File: config.mk
export PLATFORM = sky130hd
export DESIGN_NAME = pixel_run_led_zone_averager
export DESIGN_NICKNAME = d
export VERILOG_FILES = /design/src/rtl/plza_pkg.sv /design/src/rtl/pixel_run_led_zone_averager.sv /design/src/rtl/plza_div.sv /design/src/rtl/plza_datapath.sv /design/src/rtl/plza_ctrl.sv
export VERILOG_INCLUDE_DIRS = /design/src /design/src/rtl
export SDC_FILE = /design/constraint.sdc
export NUM_CORES = 1
export LEC_CHECK = 0
export BUFFER_PORTS_ARGS = -buffer_cell sky130_fd_sc_hd__buf_2
export CORE_UTILIZATION = 66
export DETAILED_ROUTE_END_ITERATION = 10
export MAX_ROUTING_LAYER = met4
export PLACE_DENSITY = 0.84
export SYNTH_ARGS = -nofsm -noshare
export SYNTH_HDL_FRONTEND = slang
export SYNTH_SLANG_ARGS = --single-unit
File: constraint.sdc
create_clock -name clk -period 9.9 [get_ports clk]
set_input_delay 0.99 -clock clk [delete_from_list [all_inputs] [get_ports clk]]
set_output_delay 0.99 -clock clk [all_outputs]
set_load 0.01 [all_outputs]
File: src/rtl/pixel_run_led_zone_averager_assert.svh
// Assertion macros for the LED zone averager.
`ifndef PIXEL_RUN_LED_ZONE_AVERAGER_ASSERT_SVH
`define PIXEL_RUN_LED_ZONE_AVERAGER_ASSERT_SVH

`ifndef SYNTHESIS

// Same-cycle implication
`define PLZA_ASSERT_SAME(name, clk, rst, ante, cons) \
  name: assert property (@(posedge clk) disable iff (rst) (ante) |-> (cons)) \
    else $error("%m: same-cycle check failed");

// Next-cycle implication
`define PLZA_ASSERT_NEXT(name, clk, rst, ante, cons) \
  name: assert property (@(posedge clk) disable iff (rst) (ante) |=> (cons)) \
    else $error("%m: next-cycle check failed");

`else

`define PLZA_ASSERT_SAME(name, clk, rst, ante, cons)
`define PLZA_ASSERT_NEXT(name, clk, rst, ante, cons)

`endif

`endif

File: src/rtl/plza_pkg.sv
package plza_pkg;

  localparam int LED_W      = 10;
  localparam int PIX_W      = 13;
  localparam int SUM_W      = 20;
  localparam int CH_W       = 8;
  localparam int COLOR_W    = 24;
  localparam int MAX_PIXELS = 4096;

  // zone numerator (led_count+1)*index stays below 1024*4096
  localparam int LEDP_W     = LED_W + 1;
  localparam int PROD_W     = LEDP_W + PIX_W;
  localparam int NUM_W      = 22;
  localparam int DIV_STEPS  = NUM_W;
  localparam int STEP_W     = $clog2(DIV_STEPS + 1);

  localparam int CFG_IDX_W  = 2;
  localparam int CFG_DATA_W = 13;

  // configuration register indexes
  localparam logic [CFG_IDX_W-1:0] CFG_LED_COUNT   = 2'd0;
  localparam logic [CFG_IDX_W-1:0] CFG_PIXEL_COUNT = 2'd1;
  localparam logic [CFG_IDX_W-1:0] CFG_BYTE_ORDER  = 2'd2;

  localparam logic [LED_W-1:0] LED_COUNT_RST   = 10'd192;
  localparam logic [PIX_W-1:0] PIXEL_COUNT_RST = 13'd1024;

  // what the shared divider is working on
  typedef enum logic [1:0] {
    DIV_ZONE,
    DIV_RED,
    DIV_GREEN,
    DIV_BLUE
  } div_sel_t;

  typedef struct packed {
    logic     load;
    logic     accum;
    logic     div_start;
    div_sel_t div_sel;
    logic     emit;
  } ctrl_cmd_t;

  typedef struct packed {
    logic in_run;
    logic div_busy;
    logic div_done;
    logic zone_differs;
  } dp_status_t;

endpackage

File: src/rtl/pixel_run_led_zone_averager.sv
// Channel   Direction  Handshake             Payload
// cfg       in         cfg_valid/cfg_ready   cfg_index, cfg_data
// pixels    in         in_valid/in_stall     pixel, first_pixel
// zones     out        out_valid/out_stall   led_index, led_color
//
// One pixel at a time. A pixel past the run end goes IDLE, CHECK and back to
// IDLE; a pixel in the run also waits on the 22-step shared divider forming
// the zone number. A pixel that closes a zone adds three more divisions for
// the means, plus any wait for the output register.
// Reset is synchronous; control, config and run registers return to their reset values, no sweep.
// A held result does not block input until the next zone end.
`include "pixel_run_led_zone_averager_assert.svh"

module pixel_run_led_zone_averager (
  input  logic                             clk,
  input  logic                             rst,
  input  logic                             cfg_valid,
  output logic                             cfg_ready,
  input  logic [plza_pkg::CFG_IDX_W-1:0]   cfg_index,
  input  logic [plza_pkg::CFG_DATA_W-1:0]  cfg_data,
  input  logic                             in_valid,
  output logic                             in_stall,
  input  logic [plza_pkg::COLOR_W-1:0]     pixel,
  input  logic                             first_pixel,
  output logic                             out_valid,
  input  logic                             out_stall,
  output logic [plza_pkg::LED_W-1:0]       led_index,
  output logic [plza_pkg::COLOR_W-1:0]     led_color
);

  plza_pkg::ctrl_cmd_t  cmd;
  plza_pkg::dp_status_t sts;

  assign cfg_ready = 1'b1;

  plza_ctrl u_ctrl (
    .clk       (clk),
    .rst       (rst),
    .in_valid  (in_valid),
    .in_stall  (in_stall),
    .out_valid (out_valid),
    .out_stall (out_stall),
    .sts       (sts),
    .cmd       (cmd)
  );

  plza_datapath u_datapath (
    .clk         (clk),
    .rst         (rst),
    .cfg_we      (cfg_valid && cfg_ready),
    .cfg_index   (cfg_index),
    .cfg_data    (cfg_data),
    .pixel       (pixel),
    .first_pixel (first_pixel),
    .cmd         (cmd),
    .sts         (sts),
    .led_index   (led_index),
    .led_color   (led_color)
  );

  // an accepted pixel locks the input until its work is done
  `PLZA_ASSERT_NEXT(a_lock_after_beat, clk, rst, in_valid && !in_stall, in_stall)
  // a result is written only into a free output register
  `PLZA_ASSERT_SAME(a_emit_slot_free, clk, rst, cmd.emit, !out_valid || !out_stall)
  // the divider is never restarted mid-division
  `PLZA_ASSERT_SAME(a_div_idle_at_start, clk, rst, cmd.div_start, !sts.div_busy)

endmodule

File: src/rtl/plza_div.sv
module plza_div (
  input  logic                          clk,
  input  logic                          rst,
  input  logic                          start,
  input  logic [plza_pkg::NUM_W-1:0]    dividend,
  input  logic [plza_pkg::PIX_W-1:0]    divisor,
  output logic                          busy,
  output logic                          done,
  output logic [plza_pkg::NUM_W-1:0]    quotient
);

  logic [plza_pkg::STEP_W-1:0] steps;
  logic [plza_pkg::PIX_W-1:0]  rem;
  logic [plza_pkg::NUM_W-1:0]  dq;
  logic [plza_pkg::PIX_W:0]    shifted;
  logic [plza_pkg::PIX_W:0]    diff;
  logic                        fits;

  // one restoring step: bring down the next dividend bit
  always_comb begin
    shifted = {rem, dq[plza_pkg::NUM_W-1]};
    diff    = shifted - {1'b0, divisor};
    fits    = shifted >= {1'b0, divisor};
  end

  // control: step counter and done pulse
  always_ff @(posedge clk) begin
    if (rst) begin
      busy  <= 1'b0;
      done  <= 1'b0;
      steps <= '0;
    end else begin
      done <= 1'b0;
      if (start) begin
        busy  <= 1'b1;
        steps <= plza_pkg::STEP_W'(plza_pkg::DIV_STEPS);
      end else if (busy) begin
        steps <= steps - 1'b1;
        if (steps == plza_pkg::STEP_W'(1)) begin
          busy <= 1'b0;
          done <= 1'b1;
        end
      end
    end
  end

  // datapath: remainder and dividend/quotient shift register
  always_ff @(posedge clk) begin
    if (start) begin
      rem <= '0;
      dq  <= dividend;
    end else if (busy) begin
      rem <= fits ? diff[plza_pkg::PIX_W-1:0] : shifted[plza_pkg::PIX_W-1:0];
      dq  <= {dq[plza_pkg::NUM_W-2:0], fits};
    end
  end

  assign quotient = dq;

endmodule

File: src/rtl/plza_datapath.sv
module plza_datapath (
  input  logic                              clk,
  input  logic                              rst,
  input  logic                              cfg_we,
  input  logic [plza_pkg::CFG_IDX_W-1:0]    cfg_index,
  input  logic [plza_pkg::CFG_DATA_W-1:0]   cfg_data,
  input  logic [plza_pkg::COLOR_W-1:0]      pixel,
  input  logic                              first_pixel,
  input  plza_pkg::ctrl_cmd_t               cmd,
  output plza_pkg::dp_status_t              sts,
  output logic [plza_pkg::LED_W-1:0]        led_index,
  output logic [plza_pkg::COLOR_W-1:0]      led_color
);

  logic [plza_pkg::LED_W-1:0]  led_count;
  logic [plza_pkg::PIX_W-1:0]  pixel_count;
  logic                        byte_order;

  logic [plza_pkg::PIX_W-1:0]  pixel_index;
  logic [plza_pkg::LED_W-1:0]  current_zone;
  logic [plza_pkg::SUM_W-1:0]  sum_red;
  logic [plza_pkg::SUM_W-1:0]  sum_green;
  logic [plza_pkg::SUM_W-1:0]  sum_blue;
  logic [plza_pkg::PIX_W-1:0]  sum_count;

  logic [plza_pkg::CH_W-1:0]   px_red;
  logic [plza_pkg::CH_W-1:0]   px_green;
  logic [plza_pkg::CH_W-1:0]   px_blue;
  logic [plza_pkg::NUM_W-1:0]  prod;
  logic [plza_pkg::LED_W-1:0]  new_zone;
  logic [plza_pkg::CH_W-1:0]   mean_red;
  logic [plza_pkg::CH_W-1:0]   mean_green;
  logic [plza_pkg::CH_W-1:0]   mean_blue;

  logic [plza_pkg::PIX_W-1:0]  run_len;
  logic [plza_pkg::PIX_W-1:0]  mean_div;
  logic [plza_pkg::LEDP_W-1:0] leds_p1;
  logic [plza_pkg::PROD_W-1:0] prod_full;
  logic [plza_pkg::NUM_W-1:0]  div_num;
  logic [plza_pkg::PIX_W-1:0]  div_den;
  logic [plza_pkg::NUM_W-1:0]  quotient;
  logic                        div_busy;
  logic                        div_done;

  function automatic logic [plza_pkg::SUM_W-1:0] sat_add(
    input logic [plza_pkg::SUM_W-1:0] acc,
    input logic [plza_pkg::CH_W-1:0]  v
  );
    logic [plza_pkg::SUM_W:0] s;
    s = {1'b0, acc} + {{(plza_pkg::SUM_W + 1 - plza_pkg::CH_W){1'b0}}, v};
    return s[plza_pkg::SUM_W] ? '1 : s[plza_pkg::SUM_W-1:0];
  endfunction

  // clamp run length, guard empty zones, form zone numerator
  always_comb begin
    run_len   = (pixel_count > plza_pkg::PIX_W'(plza_pkg::MAX_PIXELS)) ?
                plza_pkg::PIX_W'(plza_pkg::MAX_PIXELS) : pixel_count;
    mean_div  = (sum_count == '0) ? plza_pkg::PIX_W'(1) : sum_count;
    leds_p1   = {1'b0, led_count} + plza_pkg::LEDP_W'(1);
    prod_full = leds_p1 * pixel_index;
  end

  // steer divider operands
  always_comb begin
    case (cmd.div_sel)
      plza_pkg::DIV_ZONE: begin
        div_num = prod;
        div_den = run_len;
      end
      plza_pkg::DIV_RED: begin
        div_num = plza_pkg::NUM_W'(sum_red);
        div_den = mean_div;
      end
      plza_pkg::DIV_GREEN: begin
        div_num = plza_pkg::NUM_W'(sum_green);
        div_den = mean_div;
      end
      default: begin
        div_num = plza_pkg::NUM_W'(sum_blue);
        div_den = mean_div;
      end
    endcase
  end

  plza_div u_div (
    .clk      (clk),
    .rst      (rst),
    .start    (cmd.div_start),
    .dividend (div_num),
    .divisor  (div_den),
    .busy     (div_busy),
    .done     (div_done),
    .quotient (quotient)
  );

  // configuration registers
  always_ff @(posedge clk) begin
    if (rst) begin
      led_count   <= plza_pkg::LED_COUNT_RST;
      pixel_count <= plza_pkg::PIXEL_COUNT_RST;
      byte_order  <= 1'b0;
    end else if (cfg_we) begin
      unique case (cfg_index)
        plza_pkg::CFG_LED_COUNT:   led_count   <= cfg_data[plza_pkg::LED_W-1:0];
        plza_pkg::CFG_PIXEL_COUNT: pixel_count <= cfg_data;
        plza_pkg::CFG_BYTE_ORDER:  byte_order  <= cfg_data[0];
        default: ;
      endcase
    end
  end

  // run state: clear on run start, accumulate, drop sums at zone end
  always_ff @(posedge clk) begin
    if (rst) begin
      pixel_index  <= '0;
      current_zone <= '0;
      sum_red      <= '0;
      sum_green    <= '0;
      sum_blue     <= '0;
      sum_count    <= '0;
    end else if (cmd.load) begin
      if (first_pixel) begin
        pixel_index  <= '0;
        current_zone <= '0;
        sum_red      <= '0;
        sum_green    <= '0;
        sum_blue     <= '0;
        sum_count    <= '0;
      end
    end else if (cmd.accum) begin
      sum_red     <= sat_add(sum_red, px_red);
      sum_green   <= sat_add(sum_green, px_green);
      sum_blue    <= sat_add(sum_blue, px_blue);
      sum_count   <= sum_count + 1'b1;
      pixel_index <= pixel_index + 1'b1;
    end else if (cmd.emit) begin
      sum_red      <= '0;
      sum_green    <= '0;
      sum_blue     <= '0;
      sum_count    <= '0;
      current_zone <= new_zone;
    end
  end

  // payload: split pixel channels, latch numerator, quotients and result
  always_ff @(posedge clk) begin
    if (cmd.load) begin
      px_green <= pixel[15:8];
      px_red   <= byte_order ? pixel[23:16] : pixel[7:0];
      px_blue  <= byte_order ? pixel[7:0]   : pixel[23:16];
    end
    if (cmd.accum) begin
      prod <= prod_full[plza_pkg::NUM_W-1:0];
    end
    if (div_done) begin
      case (cmd.div_sel)
        plza_pkg::DIV_ZONE:  new_zone   <= quotient[plza_pkg::LED_W-1:0];
        plza_pkg::DIV_RED:   mean_red   <= quotient[plza_pkg::CH_W-1:0];
        plza_pkg::DIV_GREEN: mean_green <= quotient[plza_pkg::CH_W-1:0];
        default:             mean_blue  <= quotient[plza_pkg::CH_W-1:0];
      endcase
    end
    if (cmd.emit) begin
      led_index <= current_zone;
      led_color <= {mean_blue, mean_green, mean_red};
    end
  end

  always_comb begin
    sts.in_run       = pixel_index < run_len;
    sts.div_busy     = div_busy;
    sts.div_done     = div_done;
    sts.zone_differs = new_zone != current_zone;
  end

endmodule

File: src/rtl/plza_ctrl.sv
module plza_ctrl (
  input  logic                  clk,
  input  logic                  rst,
  input  logic                  in_valid,
  output logic                  in_stall,
  output logic                  out_valid,
  input  logic                  out_stall,
  input  plza_pkg::dp_status_t  sts,
  output plza_pkg::ctrl_cmd_t   cmd
);

  typedef enum logic [2:0] {
    S_IDLE,
    S_CHECK,
    S_ZSTART,
    S_ZWAIT,
    S_ZCHECK,
    S_MSTART,
    S_MWAIT,
    S_EMIT
  } state_t;

  state_t             state;
  plza_pkg::div_sel_t sel;
  logic               in_beat;
  logic               out_beat;
  logic               out_free;

  always_comb begin
    in_stall = state != S_IDLE;
    in_beat  = in_valid && !in_stall;
    out_beat = out_valid && !out_stall;
    out_free = !out_valid || !out_stall;
  end

  // decode commands from state
  always_comb begin
    cmd           = '0;
    cmd.div_sel   = plza_pkg::DIV_ZONE;
    unique case (state)
      S_IDLE:   cmd.load      = in_beat;
      S_CHECK:  cmd.accum     = sts.in_run;
      S_ZSTART: cmd.div_start = 1'b1;
      S_ZWAIT:  ;
      S_ZCHECK: ;
      S_MSTART: begin
        cmd.div_start = 1'b1;
        cmd.div_sel   = sel;
      end
      S_MWAIT:  cmd.div_sel = sel;
      S_EMIT:   cmd.emit    = out_free;
      default:  ;
    endcase
  end

  // sequence one pixel; hold result valid until taken
  always_ff @(posedge clk) begin
    if (rst) begin
      state     <= S_IDLE;
      sel       <= plza_pkg::DIV_RED;
      out_valid <= 1'b0;
    end else begin
      // raise result valid on emit, drop it once the beat is taken
      if (cmd.emit) begin
        out_valid <= 1'b1;
      end else if (out_beat) begin
        out_valid <= 1'b0;
      end
      unique case (state)
        S_IDLE: begin
          if (in_beat) begin
            state <= S_CHECK;
          end
        end
        S_CHECK:  state <= sts.in_run ? S_ZSTART : S_IDLE;
        S_ZSTART: state <= S_ZWAIT;
        S_ZWAIT: begin
          if (sts.div_done) begin
            state <= S_ZCHECK;
          end
        end
        S_ZCHECK: begin
          sel   <= plza_pkg::DIV_RED;
          state <= sts.zone_differs ? S_MSTART : S_IDLE;
        end
        S_MSTART: state <= S_MWAIT;
        S_MWAIT: begin
          if (sts.div_done) begin
            unique case (sel)
              plza_pkg::DIV_RED: begin
                sel   <= plza_pkg::DIV_GREEN;
                state <= S_MSTART;
              end
              plza_pkg::DIV_GREEN: begin
                sel   <= plza_pkg::DIV_BLUE;
                state <= S_MSTART;
              end
              default: state <= S_EMIT;
            endcase
          end
        end
        S_EMIT: begin
          if (out_free) begin
            state <= S_IDLE;
          end
        end
        default: state <= S_IDLE;
      endcase
    end
  end

endmodule

======== Yosys cells after proc, flatten, opt, wreduce, memory -nomap -nowiden ========
Cells that the tools add are included.
word-level totals
  register bits after elaboration ......... 282
  output and inout bits ................... 37
  word-level logic and storage cells ...... 153
  input bits .............................. 45
operators by class
  mux-type cells .......................... 54
  multiply operators ...................... 1
  bitwise gates (word level) .............. 2
  magnitude comparators ................... 3
  add/subtract/negate cells ............... 8
  equality and inequality tests ........... 22
  reduce and logical (&&, ||, !) cells .... 35
operators with widths
  cell                   number
  $mux 20                11
  $mux 13                10
  $pmux 22 s3            1
  $add 20x8->21          3
  $mux 22                2
  $mux 10                4
  $add 13x1->13 const B  2
  $pmux 3 s8             1
  $mul 11x13->22         1
  $reduce_and 2->1       9
  $mux 8                 2
  $mux 3                 5
  $ge 14x13->1           1
  $gt 13x13->1 const B   1
  $logic_not 13->1       1
  $lt 13x13->1           1
  $sub 13x13->13         1
  $eq 3x3->1 const B     4
  $add 10x1->11 const B  1
  $mux 1                 10
  $mux 5                 2
  $ne 10x10->1           1
  $ne 2x1->1 const B     5
  $reduce_bool 2->1      5
  other kinds (21)       41

======== Depth between registers and ports, before layout ========
Gate-level depths: netlist (run 1).
  word-level depth ........................ 8
  depth in mapped cells ................... 25
  depth with buffers taken out ............ 24

======== Hierarchy ========
Synthesis (run 1) repeated with hierarchy kept, for this count alone.
second synthesis, totals
  cells, all modules ...................... 1,905
  area total of the unflattened synthesis .. 18,632.9 µm²
modules (own cells, without submodules)
  module                       sequential area each (µm²)  area an instance (µm²)  cells each  times used
  plza_datapath                5,825.6                     15,587.4                1,584       1
  plza_div                     1,061.0                     2,593.7                 258         1
  plza_ctrl                    120.1                       440.4                   61          1
  pixel_run_led_zone_averager  0.0                         11.3                    2           1

======== Least setup slack after synthesis (run 1) ========
Ideal clock, no wire load.
  path kind ............................... flip-flop to flip-flop
  start point ............................. register u_datapath.led_count[3] (netlist name)
  end point ............................... register u_datapath.prod[21] (netlist name) (data pin)
  arrival ................................. 5.834 ns
  path buffers ............................ 1
  library setup time ...................... 0.260 ns
  slack ................................... 3.806 ns
  clock period less this slack ............ 6.094 ns
  stages on the path, launching flop included .. 24
  required time ........................... 9.640 ns
  cells stage by stage .................... dfxtp_1 > nand2_1 > nor2_1 > nand3_1 > nor2_1 > xor2_1 > clkbuf_1 > nand2_1 > fa_1 > fa_1 > inv_1 > fa_1 > fa_1 > inv_1 > fa_1 > inv_1 > ha_1 > or2_2 > a2111o_1 > o21ai_0 > o211ai_1 > a31o_2 > a21oi_1 > xnor2_1
on the way
  word-level cells in the longest chain between the ends .. 2
RTL lines
  item                                RTL line              source
  start, declared                     plza_datapath.sv:15   logic [plza_pkg::LED_W-1:0] led_count;
  start signal, assigned              plza_datapath.sv:99   led_count <= plza_pkg::LED_COUNT_RST;
  start signal, assigned              plza_datapath.sv:104  plza_pkg::CFG_LED_COUNT: led_count <= cfg_data[plza_pkg::LED_W-1:0];
  $add 10x1->11                       plza_datapath.sv:59   leds_p1 = {1'b0, led_count} + plza_pkg::LEDP_W'(1);
  $mul 11x13->22                      plza_datapath.sv:60   prod_full = leds_p1 * pixel_index;
  net u_datapath.prod_full (one bit)  plza_datapath.sv:38   logic [plza_pkg::PROD_W-1:0] prod_full;
  end signal, assigned                plza_datapath.sv:153  prod <= prod_full[plza_pkg::NUM_W-1:0];
  end, declared                       plza_datapath.sv:29   logic [plza_pkg::NUM_W-1:0] prod;
The timed path passes the listed nets, and every way through them passes these cells.
A chain may end at the register's enable or synchronous reset.

======== Final worst setup path (run 1) ========
  start point ............................. register u_datapath.led_count[0] (netlist name)
  end point ............................... register u_datapath.prod[21] (netlist name) (data pin)
Same word-level chain as after synthesis.

==> results of run 1 <==
## power by group through the flow
stage	Combinational [mW]	Sequential [mW]	Clock, mW
after floorplan	0.745	1.47	0
after global placement	0.863	1.52	0
after detailed placement	0.897	1.52	0
after CTS	0.904	1.50	1.15
after global routing	1.01	1.52	1.19
final	0.914	1.50	1.14
## how the worst min path moves through the flow
stage	start	to	slack [ns]	depth (start not counted)
5_1_grt	u_datapath.mean_red[1]$_DFFE_PP_	u_datapath.led_color[1]$_DFFE_PP_	0.42	0
3_3_place_gp	u_datapath.mean_blue[5]$_DFFE_PP_	u_datapath.led_color[21]$_DFFE_PP_	0.40	0
6_report	u_datapath.mean_green[7]$_DFFE_PP_	u_datapath.led_color[15]$_DFFE_PP_	0.42	0
3_5_place_dp	u_datapath.mean_red[1]$_DFFE_PP_	u_datapath.led_color[1]$_DFFE_PP_	0.41	0
4_1_cts	u_datapath.mean_green[0]$_DFFE_PP_	u_datapath.led_color[8]$_DFFE_PP_	0.42	0
2_1_floorplan	u_datapath.mean_red[0]$_DFFE_PP_	u_datapath.led_color[0]$_DFFE_PP_	0.40	0
## cell usage after synthesis (24+ instances only)
cell type                  number  area, µm²
sky130_fd_sc_hd__a21oi_1      129        646
sky130_fd_sc_hd__and2_1        59        369
sky130_fd_sc_hd__and3_1        24        150
sky130_fd_sc_hd__clkbuf_1      76        285
sky130_fd_sc_hd__dfxtp_1      146       2920
sky130_fd_sc_hd__edfxtp_1     136       4080
sky130_fd_sc_hd__fa_1         101       2020
sky130_fd_sc_hd__ha_1         109       1360
sky130_fd_sc_hd__inv_1        167        627
sky130_fd_sc_hd__mux2i_1       39        390
sky130_fd_sc_hd__nand2_1      232        871
sky130_fd_sc_hd__nand3_1       58        290
sky130_fd_sc_hd__nor2_1       160        601
sky130_fd_sc_hd__nor3_1        45        225
sky130_fd_sc_hd__o21ai_0       77        385
sky130_fd_sc_hd__xnor2_1       56        490
sky130_fd_sc_hd__xor2_1        35        307
## placed cells by master (no fill, tap or decap), types with 9 or more instances in the layout
| cell type | count |
|---|---|
| sky130_fd_sc_hd__nand2_1 | 232 |
| sky130_fd_sc_hd__inv_1 | 167 |
| sky130_fd_sc_hd__nor2_1 | 160 |
| sky130_fd_sc_hd__dfxtp_1 | 145 |
| sky130_fd_sc_hd__edfxtp_1 | 136 |
| sky130_fd_sc_hd__a21oi_1 | 128 |
| sky130_fd_sc_hd__ha_1 | 109 |
| sky130_fd_sc_hd__fa_1 | 101 |
| sky130_fd_sc_hd__buf_2 | 80 |
| sky130_fd_sc_hd__o21ai_0 | 77 |
| sky130_fd_sc_hd__and2_1 | 59 |
| sky130_fd_sc_hd__nand3_1 | 58 |
| sky130_fd_sc_hd__xnor2_1 | 56 |
| sky130_fd_sc_hd__nor3_1 | 45 |
| sky130_fd_sc_hd__mux2i_1 | 39 |
| sky130_fd_sc_hd__xor2_1 | 35 |
| sky130_fd_sc_hd__clkbuf_16 | 31 |
| sky130_fd_sc_hd__and3_1 | 24 |
| sky130_fd_sc_hd__a211oi_1 | 23 |
| sky130_fd_sc_hd__nor2b_1 | 22 |
| sky130_fd_sc_hd__o221ai_1 | 19 |
| sky130_fd_sc_hd__mux2_2 | 18 |
| sky130_fd_sc_hd__o22ai_1 | 17 |
| sky130_fd_sc_hd__o21a_1 | 15 |
| sky130_fd_sc_hd__buf_4 | 15 |
| sky130_fd_sc_hd__nand2b_1 | 14 |
| sky130_fd_sc_hd__a21o_1 | 14 |
| sky130_fd_sc_hd__a31oi_1 | 12 |
| sky130_fd_sc_hd__o211ai_1 | 11 |
| sky130_fd_sc_hd__nor4_1 | 10 |
| sky130_fd_sc_hd__nand4_1 | 10 |
| sky130_fd_sc_hd__a211o_1 | 9 |
| sky130_fd_sc_hd__or3_1 | 9 |
## cells by family (layout without fill, tap and decap cells)
group / count (synthesis) / count (layout) / synth area share, %
DFF: 282 / 282 / 38.0
xor gates and xnor gates: 91 / 91 / 4.32
other: 1 / 1 / 0.0203
AOI/OAI and AO/OA: 387 / 387 / 13.4
buffers and inverters: 263 / 319 / 5.58
muxes: 57 / 57 / 3.21
and+or+nand+nor: 671 / 671 / 17.1
adders and majority gates: 210 / 210 / 18.3
## area by class of cell
cell class              instances  area (µm²)  area share (%)
inverters                     168         632            3.15
repair buffers                 95         513            2.55
well taps                     372         465            2.32
multi-input cells            1417       10400            52.0
flip-flops and latches        282        7010            34.9
clock buffers                  37         828            4.12
clock inverters                19         190           0.947
## sequential cells by signal, summed over array words and instances, names as in the netlist, 13 cells and up
name	flops
u_datapath.pixel_count	13
u_datapath.pixel_index	13
u_datapath.sum_red	20
u_datapath.sum_blue	20
u_datapath.sum_count	13
u_datapath.led_color	24
u_datapath.u_div.rem	13
u_datapath.sum_green	20
u_datapath.prod	22
u_datapath.u_div.quotient	22
## per-layer routing
layer  vias up  share of wire [%]  wire [µm]  GRT usage (%)
met2       594                 48      21000           53.1
met5         -                  0          0              -
met4         0                2.4       1040           8.58
met1      7075                 42      18200           42.3
li1       6863                  -          -              -
met3        90                7.6       3330           3.71
==> results.md, run 1 <==
- Post-cts gate resize count: 0
- Instance count on the critical path: 20
- Area growth from synthesis to layout: 8.84%
- Worst hold slack: about 0.42 ns
- Die Wd: roughly 170 µm
- Remaining DRCs: 0
- Setup tns final: 0 ns
- Timing startpoint of the critical path: u_datapath.led_count[0]$_SDFFE_PP0P_
- Fraction of layout cells with a size suffix above 1: about 9%
- Post-DRT Antenna Nets: 0
- Upper clock frequency limit: 141 MHz
- Post-Place Setup Slack: about 2.9 ns
- Routability cong.: around 0.9
- Path type of the worst setup path: reg2reg
- Worst flop-to-flop path startpoint: u_datapath.led_count[0]$_SDFFE_PP0P_
- Slack of the worst reg-to-reg path: about 2.8 ns
- Number of instances in the synthesized netlist: around 2000
- IO Pins: 82
- Final Max Slew Viols: 0
- Total die area: 28600 µm²
- Vias after detailed routing: approximately 15000
- Fill cell total of the finished layout: ~1900
- Post-layout min period: 7.09 ns
- CP bufs+invs: 3
- RSZ-0062 raised after global routing: no
- Worst min-delay path category: reg2reg
- Max-Slew Margin vs Limit: 18.8%
- Total Power Consumption: approximately 3.6 mW
- Final std cells w/o fill: between 2000 and 2500
- Setup skew after layout: between 0.05 and 0.06 ns
- Async set or reset register ratio after synthesis: 0%
- Part of the Yosys area used for sequential elements: a little under two fifths
- Std-Cell Core Area: about 27000 µm²
- Transition at the pin with the smallest max-transition slack: about 1.2 ns
- Clock transition at path regs: around 0.070 ns
- CTS Hold Buffers Added: 0
- Crit Path Max Fanout: 16
- # setup viols final: 0
- Data required time of the critical path: between 10 and 15 ns
- Count of buffers from port buffering: 80
- Reg-to-reg endpoint: u_datapath.prod[21]$_DFFE_PP_
- Nets: 2249
- Clock H-tree levels: 1
- Source-to-sink clock delay at the later pin of the worst-skew pair: between 0.5 and 0.6 ns
- Longest individual stage delay on the worst path: 0.86 ns
- Worst path cell trace: ha_1 > nand3_1 > xnor2_1 > nand2_1 > fa_1 > fa_1 > inv_1 > fa_1 > fa_1 > inv_1 > fa_1 > inv_1 > ha_1 > or2_2 > a2111o_1 > o21ai_0 > o211ai_1 > a31o_2 > a21oi_1 > xnor2_1
- End-of-flow core utilization: between 70% and 80%
- Total detailed-routing wirelength: 43.6 mm
- Number of antenna violations at the first check in global routing: 0
- Worst R2R Path Depth: 20
- Cell Count Post-Placement: roughly 2300
- CP Data Arrival Time: between 7 and 8 ns
- Number of vias per cell: 6.12
- Final worst-path cycle share: 71.7%
- Initial standard-cell utilization of the core: between 60% and 70%
- Instance area after placement: ~19000 µm²
- Die outline height: around 170 µm
- Half-perimeter wire length of the detailed placement result: 30.5 mm
- Max-capacitance violation count: 0
- Clock Tree Root: sky130_fd_sc_hd__clkbuf_16
- Number of buffers inserted to repair setup after CTS: 0
- Site Rows: 60
- Drt first pass iters: 6
- Sw Share: approximately 32%
- Total of flip-flops plus latches after synthesis: roughly 280
- Antenna Cells: 0
- NetSw: 1.15 mW
- Syn Nets: ~2200
- Number of global-route vias before repair: between 10000 and 15000
- Wire length of the first global-routing pass: between 70 and 80 mm
- Maximum VDD drop: ~0.18 mV
- Mean routed wirelength per cell: 18.2 µm
- Critical path startpoint category: flop
- Cell internal pwr: approximately 2.4 mW
- Number of synthesized flops with an enable pin: between 100 and 150
- Overall global routing resource usage: around a third
- Crit path to: u_datapath.prod[21]$_DFFE_PP_
- Portion of total power attributed to combinational logic: 25.7%
- Count of clock tree sinks: between 200 and 300
- Top flip-flop cell by instance count after synthesis: sky130_fd_sc_hd__dfxtp_1
- Number of synthesis warnings: 0
- Static leakage power: about 8.4 nW
- TritonCTS clock tree: yes
- Pin count of the biggest net entering global routing: 67
- Cell with the biggest individual delay on the critical path: sky130_fd_sc_hd__xnor2_1
- Mean post-synth cell area: 9.41 µm²
- Count of cell types in the netlist: 76
- Mapped cell area: 18500 µm²
- Outcome: finished, final reports clean
- Endpoint kind of the worst setup timing path: flop
- Final standard cell area without fillers: 20100 µm²
- Delay-heaviest family, CP: adder cells
- Part of the power in registers: 42.3%
- Total overflow reported by the global router: 0
- Worst Setup Slack, final: about 2.8 ns
- Iteration-0 DRC Markers: ~1600
- Final hold violation count: 0
- Number of buffers created by CTS: 30
- Power per cell area: ~180 nW/µm²
- Maximum buffer depth of the clock tree: 3
- Most numerous cell on the critical path: sky130_fd_sc_hd__fa_1
- Clock share of power: between 30% and 40%
No activity file was read; power rests on OpenSTA's default activity.
==> run 2: changes to the inputs <==
--- a/config.mk
+++ b/config.mk
@@ -7,10 +7,10 @@
 export NUM_CORES = 1
 export LEC_CHECK = 0
 export BUFFER_PORTS_ARGS = -buffer_cell sky130_fd_sc_hd__buf_2
-export CORE_UTILIZATION = 66
+export CORE_UTILIZATION = 57
 export DETAILED_ROUTE_END_ITERATION = 10
 export MAX_ROUTING_LAYER = met4
-export PLACE_DENSITY = 0.84
+export PLACE_DENSITY = 0.77
 export SYNTH_ARGS = -nofsm -noshare
 export SYNTH_HDL_FRONTEND = slang
 export SYNTH_SLANG_ARGS = --single-unit
==> constraint.sdc (replaced) <==
create_clock -name clk -period 6.2 [get_ports clk]
set_input_delay 0.62 -clock clk [delete_from_list [all_inputs] [get_ports clk]]
set_output_delay 0.62 -clock clk [all_outputs]
set_load 0.01 [all_outputs]
==> results.md, run 2 (synthesis results as in run 1) <==
- Worst min-delay path category: in2reg
- CP Data Arrival Time: 6.37 ns (-1.01 ns)
- Total overflow reported by the global router: 0 (unchanged)
- Data required time of the critical path: 6.51 ns (-3.68 ns)
- Max-Slew Margin vs Limit: 23.3% (+4.5 points)
- Post-layout min period: 6.06 ns (-1.04 ns)
- Pin count of the biggest net entering global routing: 67 (unchanged)
- Critical path startpoint category: flop
- Routability cong.: 0.932 (+2.3%)
- Transition at the pin with the smallest max-transition slack: 1.15 ns (-0.0674 ns)
- Maximum buffer depth of the clock tree: 3 (unchanged)
- Most frequent cells in the layout: sky130_fd_sc_hd__nand2_1, sky130_fd_sc_hd__inv_1, sky130_fd_sc_hd__nor2_1, sky130_fd_sc_hd__dfxtp_1, sky130_fd_sc_hd__edfxtp_1
- Maximum VDD drop: 0.234 mV (+30%)
- # setup viols final: 0 (unchanged)
- Clock H-tree levels: 1 (unchanged)
- Initial standard-cell utilization of the core: 58.2% (-9.7 points)
- Clock share of power: 32.9% (+0.9 points)
- Vias after detailed routing: 14704 (+0.56%)
- Half-perimeter wire length of the detailed placement result: 31.9 mm (+4.6%)
- Iteration-0 DRC Markers: 1299 (-19%)
- Mean routed wirelength per cell: 18.1 µm (-0.99%)
- Overall global routing resource usage: 27.9% (-4.3 points)
- Endpoint kind of the worst setup timing path: flop
- CTS Hold Buffers Added: 0 (unchanged)
- End-of-flow core utilization: 64.6% (-9.3 points)
- Number of vias per cell: 5.99 (-2.1%)
- Upper clock frequency limit: 165 MHz (+17%)
- Site Rows: 65 (+8.3%)
- TritonCTS clock tree: yes
- Fraction of layout cells with a size suffix above 1: 11.5% (+2.3 points)
- Max-capacitance violation count: 0 (unchanged)
- Clock Tree Root: sky130_fd_sc_hd__clkbuf_16
- Wire length of the first global-routing pass: 72.1 mm (+0.65%)
- Std-Cell Core Area: 31700 µm² (+17%)
- Cell internal pwr: 3.94 mW (+63%)
- Number of buffers created by CTS: 31 (+3.3%)
- Static leakage power: 8.61 nW (+2.5%)
- Outcome: finished, final reports clean
- Die Wd: 182 µm (+7.5%)
- Die outline height: 182 µm (+7.5%)
- IO Pins: 82 (unchanged)
- Setup skew after layout: 0.0115 ns (-0.0397 ns)
- Final hold violation count: 0 (unchanged)
- Count of clock tree sinks: 282 (unchanged)
- Area growth from synthesis to layout: 11.0%
- Final Max Slew Viols: 0 (unchanged)
- Total detailed-routing wirelength: 44.4 mm (+1.7%)
- Source-to-sink clock delay at the later pin of the worst-skew pair: 0.58 ns (about the same)
- Path type of the worst setup path: reg2reg
- Number of flip-flops under the largest register name: 24 (unchanged)
- Total die area: 33100 µm² (+16%)
- Fill cell total of the finished layout: 2500 (+33%)
- Number of global-route vias before repair: 14227 (+0.11%)
- Sw Share: 31.9% (-0.34 points)
- Antenna Cells: 0 (unchanged)
- Part of the power in registers: 41.3% (-1.0 points)
- Clock transition at path regs: 0.06 ns (about the same)
- Nets: 2283 (+1.5%)
- Setup tns final: 0 ns (unchanged)
- Remaining DRCs: 0 (unchanged)
- Most common cell after layout, fill and taps aside: sky130_fd_sc_hd__nand2_1
- Post-DRT Antenna Nets: 0 (unchanged)
- Drt first pass iters: 5 (-1)
- Number of antenna violations at the first check in global routing: 0 (unchanged)
- NetSw: 1.84 mW (+61%)
- Count of buffers from port buffering: 80 (unchanged)
- Final worst-path cycle share: 97.7% (+26 points)
- Portion of total power attributed to combinational logic: 25.8% (about the same)
- Crit Path Max Fanout: 4 (-12)
- Power per cell area: 282 nW/µm² (+59%)
- Register with the most flip-flops: u_datapath.led_color
run 2: path summary, 6_finish.rpt:
path / startpoint / depth (start not counted) / slack (ns) / endpoint
setup reg to reg: u_datapath.led_count[4]$_SDFFE_PP0P_ / 22 / 0.14 / u_datapath.prod[21]$_DFFE_PP_
hold reg to reg: u_datapath.mean_blue[7]$_DFFE_PP_ / 0 / 0.42 / u_datapath.led_color[23]$_DFFE_PP_
hold / removal: pixel[15] / 1 / 0.21 / u_datapath.px_green[7]$_DFFE_PP_
setup / recovery: u_datapath.led_count[4]$_SDFFE_PP0P_ / 22 / 0.14 / u_datapath.prod[21]$_DFFE_PP_
run 2: power groups by stage:
stage               Clock [mW]  Sequential, mW  Combinational (mW)
floorplan                    0            2.34                1.19
global placement             0            2.41                1.42
detailed placement           0            2.42                1.47
CTS                       1.93            2.38                1.48
global route              2.01            2.41                1.66
finish                    1.90            2.39                1.49
run 2: critical path, stage by stage (launching register included):
cell and delay [ns]:
sky130_fd_sc_hd__dfxtp_1 0.36, sky130_fd_sc_hd__nand2_2 0.12, sky130_fd_sc_hd__nor2_2 0.14, sky130_fd_sc_hd__nand3_1 0.13, sky130_fd_sc_hd__nor2_1 0.16, sky130_fd_sc_hd__xor2_1 0.22, sky130_fd_sc_hd__nand2_1 0.09, sky130_fd_sc_hd__fa_1 0.48
sky130_fd_sc_hd__fa_1 0.55, sky130_fd_sc_hd__inv_1 0.05, sky130_fd_sc_hd__fa_1 0.48, sky130_fd_sc_hd__fa_1 0.55, sky130_fd_sc_hd__inv_1 0.06, sky130_fd_sc_hd__fa_1 0.53, sky130_fd_sc_hd__inv_1 0.04, sky130_fd_sc_hd__ha_1 0.33
sky130_fd_sc_hd__or2_2 0.32, sky130_fd_sc_hd__a2111o_1 0.45, sky130_fd_sc_hd__o21ai_2 0.10, sky130_fd_sc_hd__o211ai_1 0.15, sky130_fd_sc_hd__a31o_2 0.27, sky130_fd_sc_hd__a21oi_2 0.15, sky130_fd_sc_hd__xnor2_1 0.08
run 2: area by class of cell:
class | count | area (µm²) | area share (%)
clock buffers | 39 | 826 | 4.03
repair buffers | 128 | 761 | 3.71
flip-flops and latches | 282 | 7010 | 34.2
well taps | 402 | 503 | 2.46
multi-input cells | 1417 | 10500 | 51.4
clock inverters | 19 | 229 | 1.12
inverters | 168 | 632 | 3.08
run 2: per-stage QoR:
| step | cell area [µm²] | hold slack [ns] | instances | total power, mW | setup WS [ns] |
|---|---|---|---|---|---|
| floorplan | 18500 | 0.400 | 1962 | 3.53 | 0.106 |
| global placement | 19300 | 0.402 | 2391 | 3.83 | 0.169 |
| detailed placement | 19300 | 0.405 | 2391 | 3.89 | -0.0174 |
| CTS | 20400 | 0.197 | 2451 | 5.79 | 0.0429 |
| global route | 20500 | 0.200 | 2455 | 6.08 | -0.0391 |
| finish | 20500 | 0.213 | 2455 | 5.79 | 0.142 |
run 2: timing repair:
| action | in CTS | in global routing |
|---|---|---|
| setup endpoints to repair | 2 | 4 |
| setup buffers | 2 | 4 |
| gates resized for setup | 1 | 17 |
| pin swaps | 0 | 10 |
run 2: routing by layer:
| layer | global-route usage [%] | share of wire (%) | vias up |
|---|---|---|---|
| li1 | - | - | 6947 |
| met1 | 35.9 | 43 | 7140 |
| met2 | 45.8 | 48 | 530 |
| met3 | 4.05 | 6.9 | 87 |
| met4 | 7.87 | 2.6 | 0 |
| met5 | - | 0 | - |
